<file path="config.mk">
export PLATFORM = sky130hd
export DESIGN_NAME = stepper_command_half_step_driver
export DESIGN_NICKNAME = d
export VERILOG_FILES = /design/src/stepdrv_pkg.sv /design/src/stepdrv_parser.sv /design/src/stepdrv_seq.sv /design/src/stepper_command_half_step_driver.sv
export SDC_FILE = /design/constraint.sdc
export NUM_CORES = 1
export LEC_CHECK = 0
export ABC_AREA = 0
export BUFFER_PORTS_ARGS = -buffer_cell sky130_fd_sc_hd__clkbuf_2
export CORE_UTILIZATION = 35
export DETAILED_ROUTE_END_ITERATION = 8
export PLACE_DENSITY = 0.56
export SLEW_MARGIN = 20
export SYNTH_ARGS = -nofsm -noshare
export SYNTH_HDL_FRONTEND = slang
export SYNTH_HIERARCHICAL = 1
export SYNTH_SLANG_ARGS = --single-unit
</file>
<file path="constraint.sdc">
create_clock -name clk -period 4.1 [get_ports clk]
set_clock_uncertainty 0.2 [all_clocks]
set_input_delay 0.41 -clock clk [delete_from_list [all_inputs] [get_ports clk]]
set_output_delay 0.41 -clock clk [all_outputs]
set_load 0.005 [all_outputs]
</file>
<file path="src/stepdrv_pkg.sv">
// ----------------------------------------------------------------------------
// stepdrv_pkg
// Shared types and constants for the stepper command half-step driver.
// ----------------------------------------------------------------------------
package stepdrv_pkg;

  localparam logic [7:0] CH_HASH  = 8'h23;
  localparam logic [7:0] CH_SPACE = 8'h20;
  localparam logic [7:0] CH_X     = 8'h58;
  localparam logic [7:0] CH_MINUS = 8'h2D;
  localparam logic [7:0] CH_0     = 8'h30;
  localparam logic [7:0] CH_9     = 8'h39;

  localparam logic [1:0] SIGN_NONE = 2'd0;
  localparam logic [1:0] SIGN_CW   = 2'd1;
  localparam logic [1:0] SIGN_CCW  = 2'd2;

  localparam logic [1:0] ST_NONE     = 2'd0;
  localparam logic [1:0] ST_START    = 2'd1;
  localparam logic [1:0] ST_NO_X     = 2'd2;
  localparam logic [1:0] ST_OVERFLOW = 2'd3;

  localparam logic [7:0] HOLD_RESET = 8'd4;
  localparam logic [2:0] TOKEN_POS_MAX = 3'd5;

  typedef struct packed {
    logic       go;
    logic       dir;
    logic [9:0] cycles;
  } start_t;

  typedef struct packed {
    logic       busy;
    logic [3:0] coils;
  } seq_out_t;

  function automatic logic [3:0] seq_coils(input logic dir, input logic [2:0] idx);
    logic [3:0] c;
    if (dir) begin
      unique case (idx)
        3'd0: c = 4'd4;
        3'd1: c = 4'd6;
        3'd2: c = 4'd2;
        3'd3: c = 4'd10;
        3'd4: c = 4'd8;
        3'd5: c = 4'd9;
        3'd6: c = 4'd1;
        default: c = 4'd5;
      endcase
    end else begin
      unique case (idx)
        3'd0: c = 4'd1;
        3'd1: c = 4'd9;
        3'd2: c = 4'd8;
        3'd3: c = 4'd10;
        3'd4: c = 4'd2;
        3'd5: c = 4'd6;
        3'd6: c = 4'd4;
        default: c = 4'd5;
      endcase
    end
    return c;
  endfunction

endpackage

</file>
<file path="src/stepdrv_parser.sv">
// ----------------------------------------------------------------------------
// stepdrv_parser
// Command line collector: tracks tokens, latches the last X token and
// issues a motion start or a status on the line terminator.
// ----------------------------------------------------------------------------
module stepdrv_parser #(
  parameter int LINE_BYTES = 32
) (
  input  logic                 clk,
  input  logic                 rst,
  input  logic                 byte_ev,
  input  logic [7:0]           rx_byte,
  output stepdrv_pkg::start_t  start,
  output logic [1:0]           line_status
);

  localparam int LenW = $clog2(LINE_BYTES + 2);
  localparam logic [LenW-1:0] LenMax   = LenW'(LINE_BYTES + 1);
  localparam logic [LenW-1:0] LenLimit = LenW'(LINE_BYTES);

  logic [LenW-1:0] line_length, line_length_next, len_inc;
  logic [2:0]      token_position, token_position_next;
  logic            token_is_x, token_is_x_next;
  logic [1:0]      pending_sign, pending_sign_next;
  logic [11:0]     pending_digits, pending_digits_next;
  logic            pending_valid, pending_valid_next;
  logic            is_digit;

  assign len_inc  = (line_length < LenMax) ? line_length + 1'b1 : line_length;
  assign is_digit = (rx_byte >= stepdrv_pkg::CH_0) && (rx_byte <= stepdrv_pkg::CH_9);

  always_comb begin
    line_length_next    = line_length;
    token_position_next = token_position;
    token_is_x_next     = token_is_x;
    pending_sign_next   = pending_sign;
    pending_digits_next = pending_digits;
    pending_valid_next  = pending_valid;
    start               = '0;
    line_status         = stepdrv_pkg::ST_NONE;
    if (byte_ev) begin
      line_length_next = len_inc;
      if (rx_byte == stepdrv_pkg::CH_HASH) begin
        if (len_inc > LenLimit) begin
          line_status = stepdrv_pkg::ST_OVERFLOW;
        end else if (pending_valid && pending_sign != stepdrv_pkg::SIGN_NONE) begin
          line_status  = stepdrv_pkg::ST_START;
          start.go     = 1'b1;
          start.dir    = (pending_sign == stepdrv_pkg::SIGN_CCW);
          start.cycles = 10'(pending_digits[11:8]) * 10'd100
                       + 10'(pending_digits[7:4]) * 10'd10
                       + 10'(pending_digits[3:0]) + 10'd1;
        end else begin
          line_status = stepdrv_pkg::ST_NO_X;
        end
        line_length_next    = '0;
        token_position_next = '0;
        token_is_x_next     = 1'b0;
        pending_sign_next   = stepdrv_pkg::SIGN_NONE;
        pending_digits_next = '0;
        pending_valid_next  = 1'b0;
      end else if (rx_byte == stepdrv_pkg::CH_SPACE) begin
        token_position_next = '0;
        token_is_x_next     = 1'b0;
      end else begin
        if (token_position == 3'd0) begin
          token_is_x_next = (rx_byte == stepdrv_pkg::CH_X);
          if (rx_byte == stepdrv_pkg::CH_X) begin
            pending_sign_next   = stepdrv_pkg::SIGN_NONE;
            pending_digits_next = '0;
            pending_valid_next  = 1'b0;
          end
        end else if (token_is_x && token_position == 3'd1) begin
          if (rx_byte == stepdrv_pkg::CH_0) begin
            pending_sign_next = stepdrv_pkg::SIGN_CW;
          end else if (rx_byte == stepdrv_pkg::CH_MINUS) begin
            pending_sign_next = stepdrv_pkg::SIGN_CCW;
          end else begin
            pending_sign_next = stepdrv_pkg::SIGN_NONE;
          end
        end else if (token_is_x && token_position <= 3'd4) begin
          if (is_digit && pending_sign != stepdrv_pkg::SIGN_NONE) begin
            pending_digits_next = {pending_digits[7:0], rx_byte[3:0]};
            if (token_position == 3'd4) begin
              pending_valid_next = 1'b1;
            end
          end else begin
            pending_sign_next = stepdrv_pkg::SIGN_NONE;
          end
        end
        if (token_position < stepdrv_pkg::TOKEN_POS_MAX) begin
          token_position_next = token_position + 3'd1;
        end
      end
    end
  end

  always_ff @(posedge clk) begin
    if (rst) begin
      line_length    <= '0;
      token_position <= '0;
      token_is_x     <= 1'b0;
      pending_sign   <= stepdrv_pkg::SIGN_NONE;
      pending_digits <= '0;
      pending_valid  <= 1'b0;
    end else begin
      line_length    <= line_length_next;
      token_position <= token_position_next;
      token_is_x     <= token_is_x_next;
      pending_sign   <= pending_sign_next;
      pending_digits <= pending_digits_next;
      pending_valid  <= pending_valid_next;
    end
  end

endmodule

</file>
<file path="src/stepdrv_seq.sv">
// ----------------------------------------------------------------------------
// stepdrv_seq
// Half-step sequencer: phase hold counter, phase index and cycle count.
// ----------------------------------------------------------------------------
module stepdrv_seq (
  input  logic                  clk,
  input  logic                  rst,
  input  logic                  tick_ev,
  input  stepdrv_pkg::start_t   start,
  input  logic [7:0]            hold_ticks,
  output logic                  moving,
  output stepdrv_pkg::seq_out_t seq_next
);

  logic       moving_next;
  logic       move_direction, move_direction_next;
  logic [9:0] cycles_left, cycles_left_next, cycles_dec;
  logic [2:0] phase_index, phase_index_next;
  logic [7:0] hold_counter, hold_counter_next, hold_inc;

  assign hold_inc   = hold_counter + 8'd1;
  assign cycles_dec = (cycles_left != '0) ? cycles_left - 10'd1 : cycles_left;

  always_comb begin
    moving_next         = moving;
    move_direction_next = move_direction;
    cycles_left_next    = cycles_left;
    phase_index_next    = phase_index;
    hold_counter_next   = hold_counter;
    priority if (start.go) begin
      moving_next         = 1'b1;
      move_direction_next = start.dir;
      cycles_left_next    = start.cycles;
      phase_index_next    = '0;
      hold_counter_next   = '0;
    end else if (tick_ev && moving) begin
      if (hold_inc >= hold_ticks) begin
        hold_counter_next = '0;
        if (phase_index == 3'd7) begin
          phase_index_next = '0;
          cycles_left_next = cycles_dec;
          if (cycles_dec == '0) begin
            moving_next = 1'b0;
          end
        end else begin
          phase_index_next = phase_index + 3'd1;
        end
      end else begin
        hold_counter_next = hold_inc;
      end
    end
  end

  assign seq_next.busy  = moving_next;
  assign seq_next.coils = moving_next ?
                          stepdrv_pkg::seq_coils(move_direction_next, phase_index_next) : 4'd0;

  always_ff @(posedge clk) begin
    if (rst) begin
      moving         <= 1'b0;
      move_direction <= 1'b0;
      cycles_left    <= '0;
      phase_index    <= '0;
      hold_counter   <= '0;
    end else begin
      moving         <= moving_next;
      move_direction <= move_direction_next;
      cycles_left    <= cycles_left_next;
      phase_index    <= phase_index_next;
      hold_counter   <= hold_counter_next;
    end
  end

endmodule

</file>
<file path="src/stepper_command_half_step_driver.sv">
// ----------------------------------------------------------------------------
// stepper_command_half_step_driver
// Command line interpreter driving a four-coil stepper in half steps.
// ----------------------------------------------------------------------------
// One beat in, one beat out. Each input beat (a received byte, or a 1 ms
// tick when tuser is set) is taken, and its result beat appears in the
// output register on the next cycle, so one beat per cycle is sustained
// while the master takes beats. The output register sets the pace: tready
// drops only while a result is held there by master-side back-pressure.
// The result carries the coil drive and busy flag after the beat, plus a
// line status that is nonzero only on the beat that accepts '#'.
// Bytes received in motion are dropped; cfg_we/cfg_wdata set hold_ticks.
module stepper_command_half_step_driver #(
  parameter int LINE_BYTES = 32
) (
  input  logic       clk,
  input  logic       rst,
  input  logic       cfg_we,
  input  logic [7:0] cfg_wdata,
  input  logic       s_axis_tvalid,
  output logic       s_axis_tready,
  input  logic [7:0] s_axis_tdata,   // [7:0] rx_byte
  input  logic       s_axis_tuser,   // [0] action
  output logic       m_axis_tvalid,
  input  logic       m_axis_tready,
  output logic [7:0] m_axis_tdata    // [3:0] coils, [4] busy_res, [6:5] line_status
);

  logic                  phase_hold_ticks;
  logic [7:0]            hold_ticks;
  logic                  accept;
  logic                  moving;
  logic                  byte_ev, tick_ev;
  logic [1:0]            line_status;
  stepdrv_pkg::start_t   start;
  stepdrv_pkg::seq_out_t seq_next;

  assign phase_hold_ticks = cfg_we;
  assign s_axis_tready    = !m_axis_tvalid || m_axis_tready;
  assign accept           = s_axis_tvalid && s_axis_tready;
  assign byte_ev          = accept && !s_axis_tuser && !moving;
  assign tick_ev          = accept && s_axis_tuser;

  always_ff @(posedge clk) begin
    if (rst) begin
      hold_ticks <= stepdrv_pkg::HOLD_RESET;
    end else if (phase_hold_ticks) begin
      hold_ticks <= cfg_wdata;
    end
  end

  stepdrv_parser #(
    .LINE_BYTES (LINE_BYTES)
  ) u_parser (
    .clk         (clk),
    .rst         (rst),
    .byte_ev     (byte_ev),
    .rx_byte     (s_axis_tdata),
    .start       (start),
    .line_status (line_status)
  );

  stepdrv_seq u_seq (
    .clk        (clk),
    .rst        (rst),
    .tick_ev    (tick_ev),
    .start      (start),
    .hold_ticks (hold_ticks),
    .moving     (moving),
    .seq_next   (seq_next)
  );

  always_ff @(posedge clk) begin
    if (rst) begin
      m_axis_tvalid <= 1'b0;
    end else if (accept) begin
      m_axis_tvalid <= 1'b1;
    end else if (m_axis_tready) begin
      m_axis_tvalid <= 1'b0;
    end
  end

  always_ff @(posedge clk) begin
    if (accept) begin
      m_axis_tdata <= {1'b0, line_status, seq_next.busy, seq_next.coils};
    end
  end

endmodule

</file>
==> impl_metrics.env, run 1 <==
export IMPL_status="complete, no violations"
export IMPL_hold_depth=2
export IMPL_yosys_warnings=6
export IMPL_clockBufferDepth=2
export IMPL_path_clk_slew_ns=0.05
export IMPL_cpMaxStageDelayCell="dfxtp_1"
export IMPL_setup_tns_ns=0
export IMPL_vias=4037
export IMPL_synth_top_area_share_pct=24.3
export IMPL_grt_util_all_layers_pct=16.0
export IMPL_die_h_um=118
export IMPL_max_slew_margin_pct=40.7
export IMPL_r2r_cells=13
export IMPL_timing_rr_start="u_parser/pending_digits[7]$_SDFFE_PP0P_"
export IMPL_path_cells="ha_1 > ha_1 > fa_1 > xor2_1 > ha_1 > ha_1 > o2111ai_1 > nand3_1 > nor4_1 > nor4_1 > nor3_1 > nor2_1 > a211oi_1"
export IMPL_worstPathArrival_ns=3.60
export IMPL_wl_met3_um=379
export IMPL_drt_pass1_iterations=4
export IMPL_worstMarginPinSlew_ns=0.866
export IMPL_slew_violations=0
export IMPL_hold_end="hold_ticks[2]$_SDFFE_PP1P_"
export IMPL_layout_common_cells="nor2_1, dfxtp_1, nand2_1, ha_1"
export IMPL_cts_sinks=64
export IMPL_endpoint_kind="register"
export IMPL_io_pin_count=32
export IMPL_drc=0
export IMPL_finalSetupViolCount=0
export IMPL_ant_nets=0
export IMPL_power_leakage_uw=0.00206
export IMPL_numPortBuffers=30
export IMPL_grt_setup_unrepaired="no"
export IMPL_netlist_area_mm2=0.00469
export IMPL_async_flop_share_pct=0
export IMPL_grt_pass1_vias=3894
export IMPL_reg2reg_slack_ns=0.54
export IMPL_wl_mm=10.5
export IMPL_avgRoutedWirePerCell_um=13.7
export IMPL_layout_commonest_cell="nor2_1"
export IMPL_viasPerCell=5.28
export IMPL_avgSynthCellArea_um2=8.23
export IMPL_synthDistinctLibCells=76
export IMPL_crit_buf_inv=0
export IMPL_postCtsHoldBufs=0
export IMPL_synth_fp_nets=638
export IMPL_grt_start_max_net_pins=30
export IMPL_crit_required_ns=4.14
export IMPL_numCtsBuffers=9
export IMPL_cp_slowest_stage_delay_ns=0.41
export IMPL_cts_max_level=3
export IMPL_initial_core_util_pct=36.6
export IMPL_diodes=0
export IMPL_core_area_mm2=0.0128
export IMPL_antenna_found_initial=0
export IMPL_drive_above_1_share_pct=12.3
export IMPL_yosysTopAreaCell="dfxtp_1"
export IMPL_grt_pass1_wl_mm=18.1
export IMPL_worstPathMaxFanout=5
export IMPL_irDropWorstVdd_v=0.000200
export IMPL_synth_main_ff_cell="dfxtp_1"
export IMPL_critPathKind="reg2reg"
export IMPL_wl_met2_mm=4.86
export IMPL_finalNetCount=657
export IMPL_cts_tree="done"
export IMPL_cp_top_family="adder cells"
export IMPL_holdWs_ns=0.0938
export IMPL_drt_iter0_markers=323
export IMPL_rows=41
export IMPL_max_freq_mhz=281
export IMPL_hpwlAfterDp_mm=7.82
export IMPL_clkLatencyLatePin_ns=0.33
export IMPL_cap_violations=0
export IMPL_timing_final_crit_share_pct=86.9
export IMPL_cts_resized=0
export IMPL_fin_crit_ns=3.56
export IMPL_synth_area_top_cells="dfxtp_1, ha_1, nor2_1"
export IMPL_cp_start_kind="register"
export IMPL_die_x_um=118
export IMPL_gr_total_overflow=0
export IMPL_post_cts_buffers=0
export IMPL_synthCells=570
export IMPL_yosysSeqAreaShare_pct=28.8
export IMPL_wl_met1_mm=5.11
export IMPL_min_from="cfg_wdata[2]"
export IMPL_top_layer="met4"
export IMPL_synth_enable_flop_cells=7
export IMPL_cp_common_cell="ha_1"
export IMPL_die_area_mm2=0.0139
export IMPL_clockRootBuffer="clkbuf_16"
export IMPL_rr_endpoint="u_seq/cycles_left[9]$_SDFFE_PP0P_"
export IMPL_area_growth_syn_to_layout_pct=11.5
export IMPL_hp_class="in2reg"
export IMPL_hold_viol_final=0
export IMPL_powerDensity_mw_per_mm2=283
export IMPL_gp_congestion=0.904
export IMPL_synth_seq_cells=64
[cell families after synthesis]
logic type,synth area share (%)
flip-flops,28.8
other,0.0799
buffers and inverters,6.45
adder cells (fa/ha/maj),13.7
AND/OR/NAND/NOR,26.2
AO/OA/AOI/OAI,17.3
XOR/XNOR,4.48
multiplexers,3.01
[synthesized netlist by cell type (all sizes together), types with 6 or more instances]
| master | number |
|---|---|
| mux2i | 13 |
| nor2b | 9 |
| clkbuf | 16 |
| ha | 41 |
| nand4 | 7 |
| nor2 | 66 |
| a211oi | 13 |
| nor3 | 14 |
| nand2 | 45 |
| xor2 | 12 |
| xnor2 | 12 |
| nand3 | 19 |
| buf | 10 |
| o21ai | 22 |
| inv | 41 |
| nor4 | 6 |
| and3 | 8 |
| edfxtp | 7 |
| nand2b | 6 |
| or2 | 12 |
| nand3b | 7 |
| a21oi | 40 |
| dfxtp | 57 |
[power by group]
part | internal (µW) | leakage [µW] | switching (µW)
sequential | 644 | 0.000532 | 6.31
combinational | 37.1 | 0.00139 | 59.3
clock | 480 | 0.000136 | 255
total | 1160 | 0.00206 | 321
[routing by layer]
layer / up-vias / GRT usage [%]
met5: - / 0
met4: 0 / 4.49
met3: 13 / 5.09
met2: 66 / 26.0
met1: 1883 / 20.3
li1: 2075 / -
[layout make-up]
cell class | count | area (µm²)
Clock inverter | 1 | 30.0
Tap cell | 172 | 215
Clock buffer | 13 | 250
Inverter | 41 | 154
Fill cell | 1343 | 7590
Sequential cell | 64 | 1350
Multi-Input combinational cell | 439 | 3050
Timing Repair Buffer | 34 | 180
[worst max-delay path by stage]
stage,from,endpoint,slack (ns),cells past startpoint
floorplan,u_parser/line_length[0]$_SDFFE_PP0P_,m_axis_tdata[4]$_DFFE_PP_,0.80,15
global placement,u_parser/pending_digits[7]$_SDFFE_PP0P_,u_seq/cycles_left[9]$_SDFFE_PP0P_,0.66,13
detailed placement,u_parser/pending_digits[7]$_SDFFE_PP0P_,u_seq/cycles_left[9]$_SDFFE_PP0P_,0.57,13
CTS,u_parser/pending_digits[7]$_SDFFE_PP0P_,u_seq/cycles_left[9]$_SDFFE_PP0P_,0.52,13
global route,u_parser/line_length[0]$_SDFFE_PP0P_,m_axis_tdata[3]$_DFFE_PP_,0.24,14
finish,u_parser/pending_digits[7]$_SDFFE_PP0P_,u_seq/cycles_left[9]$_SDFFE_PP0P_,0.54,13
[flip-flops by register name, indices dropped and copies added, names as in the netlist]
register	cells
u_seq/cycles_left	10
hold_ticks	8
u_seq/hold_counter	8
u_parser/token_position	3
m_axis_tdata	7
m_axis_tvalid	1
u_seq/move_direction	1
u_parser/pending_valid	1
u_seq/phase_index	3
u_seq/moving	1
u_parser/pending_sign	2
u_parser/pending_digits	12
u_parser/line_length	6
u_parser/token_is_x	1
[metrics by stage]
| step | util (%) | instances | area [µm²] | total power (µW) | setup slack [ns] |
|---|---|---|---|---|---|
| after floorplan | - | 570 | 4690 | 724 | 0.802 |
| after global placement | 38.6 | 750 | 4950 | 757 | 0.660 |
| after detailed placement | 38.6 | 750 | 4950 | 760 | 0.566 |
| after CTS | 40.8 | 764 | 5230 | 1510 | 0.522 |
| after global routing | 40.8 | 764 | 5230 | 1550 | 0.236 |
| final | 40.8 | 764 | 5230 | 1480 | 0.537 |
No activity file was read; power rests on OpenSTA's default activity.
==> run 2, diff against run 1 <==
- CORE_UTILIZATION: 35 -> 62
- PLACE_DENSITY: 0.56 -> 0.81
==> impl_metrics.env, run 2 (synthesis gave the netlist of run 1 again) <==
export IMPL_reg2reg_slack_ns=0.50
export IMPL_die_h_um=89.0
export IMPL_drive_above_1_share_pct=12.8
export IMPL_diodes=0
export IMPL_cts_sinks=64
export IMPL_worstPathMaxFanout=11
export IMPL_cts_resized=0
export IMPL_hp_class="in2reg"
export IMPL_drt_iter0_markers=300
export IMPL_vias=4204
export IMPL_postPlaceCellArea_mm2=0.00486
export IMPL_grt_setup_unrepaired="no"
export IMPL_viasPerCell=6.06
export IMPL_wl_mm=10.6
export IMPL_r2r_cells=11
export IMPL_ant_nets=0
export IMPL_post_cts_buffers=0
export IMPL_path_clk_slew_ns=0.08
export IMPL_setup_tns_ns=0
export IMPL_grt_pass1_wl_mm=17.3
export IMPL_irDropWorstVdd_v=0.000201
export IMPL_cts_max_level=3
export IMPL_critPathKind="reg2reg"
export IMPL_grt_util_all_layers_pct=28.2
export IMPL_max_slew_margin_pct=44.6
export IMPL_grt_start_max_net_pins=52
export IMPL_endpoint_kind="register"
export IMPL_drc=0
export IMPL_path_cells="ha_1 > and3_1 > nand3_1 > xnor2_1 > ha_1 > and3_1 > o21ai_0 > o311a_1 > nor2_1 > o41ai_1 > a211oi_1"
export IMPL_crit_buf_inv=0
export IMPL_fin_crit_ns=3.60
export IMPL_gr_total_overflow=0
export IMPL_regMostFlops="u_parser/pending_digits"
export IMPL_layout_commonest_cell="nor2_1"
export IMPL_cp_num_cells=11
export IMPL_core_area_mm2=0.00729
export IMPL_antenna_found_initial=0
export IMPL_fin_ws_ns=0.495
export IMPL_grt_pass1_vias=3872
export IMPL_finalSetupViolCount=0
export IMPL_io_pin_count=32
export IMPL_largestRegisters="u_parser/pending_digits: 12 flops, u_seq/cycles_left: 10 flops"
export IMPL_die_area_mm2=0.00792
export IMPL_largest_reg_flops=12
export IMPL_numPortBuffers=30
export IMPL_timing_final_crit_share_pct=87.9
export IMPL_max_freq_mhz=277
export IMPL_slew_violations=0
export IMPL_rows=31
export IMPL_clockRootBuffer="clkbuf_8"
export IMPL_cp_top_family="compound AO/OA/AOI/OAI gates"
export IMPL_gp_congestion=0.950
export IMPL_hold_viol_final=0
export IMPL_drt_pass1_iterations=5
export IMPL_hpwlAfterDp_mm=7.78
export IMPL_area_growth_syn_to_layout_pct=7.65
export IMPL_worstMarginPinSlew_ns=0.832
export IMPL_status="complete, no violations"
export IMPL_cts_tree="done"
export IMPL_powerDensity_mw_per_mm2=254
export IMPL_layout_common_cells="nor2_1, dfxtp_1, nand2_1, ha_1"
export IMPL_numCtsBuffers=9
export IMPL_die_x_um=89.0
export IMPL_place_ws_ns=0.602
export IMPL_postCtsHoldBufs=0
export IMPL_cap_violations=0
export IMPL_avgRoutedWirePerCell_um=15.2
export IMPL_hold_depth=2
export IMPL_crit_required_ns=3.99
export IMPL_cp_start_kind="register"
export IMPL_cp_slowest_stage_delay_ns=0.52
export IMPL_initial_core_util_pct=64.3
export IMPL_clkLatencyLatePin_ns=0.35
export IMPL_worstPathArrival_ns=3.49
export IMPL_power_leakage_uw=0.00203
export IMPL_finalNetCount=658
export IMPL_clockBufferDepth=2
export IMPL_postLayoutCellArea_mm2=0.00505
export IMPL_cpMaxStageDelayCell="o311a_1"
==> run 2: changes by cell type in the layout (fill, tap and decap cells not counted), sizes merged <==
cell,delta
clkbuf,-2
clkinv,+4
buf,+1
==> run 2: worst paths after layout <==
check,startpoint,to
worst max-delay path,u_seq/hold_counter[0]$_SDFFE_PP0P_,m_axis_tdata[0]$_DFFE_PP_
worst min-delay path,cfg_wdata[2],hold_ticks[2]$_SDFFE_PP1P_
worst max register to register,u_seq/hold_counter[0]$_SDFFE_PP0P_,m_axis_tdata[0]$_DFFE_PP_
worst min register to register,u_parser/pending_digits[2]$_SDFFE_PP0P_,u_parser/pending_digits[2]$_SDFFE_PP0P_
==> run 2: cell type report <==
type                       count  area, µm²
inverter                      41        154
timing repair buffer          35        188
multi-input combinational    439       3050
fill                         619       2240
tap                           99        124
clock buffer                  11        131
sequential                    64       1350
clock inverter                 5       57.6
==> run 2: report_power, final <==
part / internal, µW / switching, µW / total (µW)
clock: 281 / 255 / 536
sequential: 642 / 7.00 / 649
combinational: 37.1 / 59.3 / 96.4
==> run 2: per-layer routing <==
| layer | wire length [µm] | global-route usage, % |
|---|---|---|
| met5 | 0 | 0 |
| met4 | 211 | 12.1 |
| met3 | 556 | 6.19 |
| met2 | 5050 | 47.4 |
| met1 | 4750 | 34.9 |
==> run 2: per-stage QoR <==
| step | total power, µW | cells | util, % | hold WS [ns] |
|---|---|---|---|---|
| after floorplan | 724 | 570 | - | 0.232 |
| after global placement | 754 | 678 | 66.7 | 0.246 |
| after detailed placement | 759 | 678 | 66.7 | 0.250 |
| after CTS | 1290 | 694 | 69.3 | 0.0573 |
| after global routing | 1340 | 694 | 69.3 | 0.0556 |
| final | 1280 | 694 | 69.3 | 0.0655 |
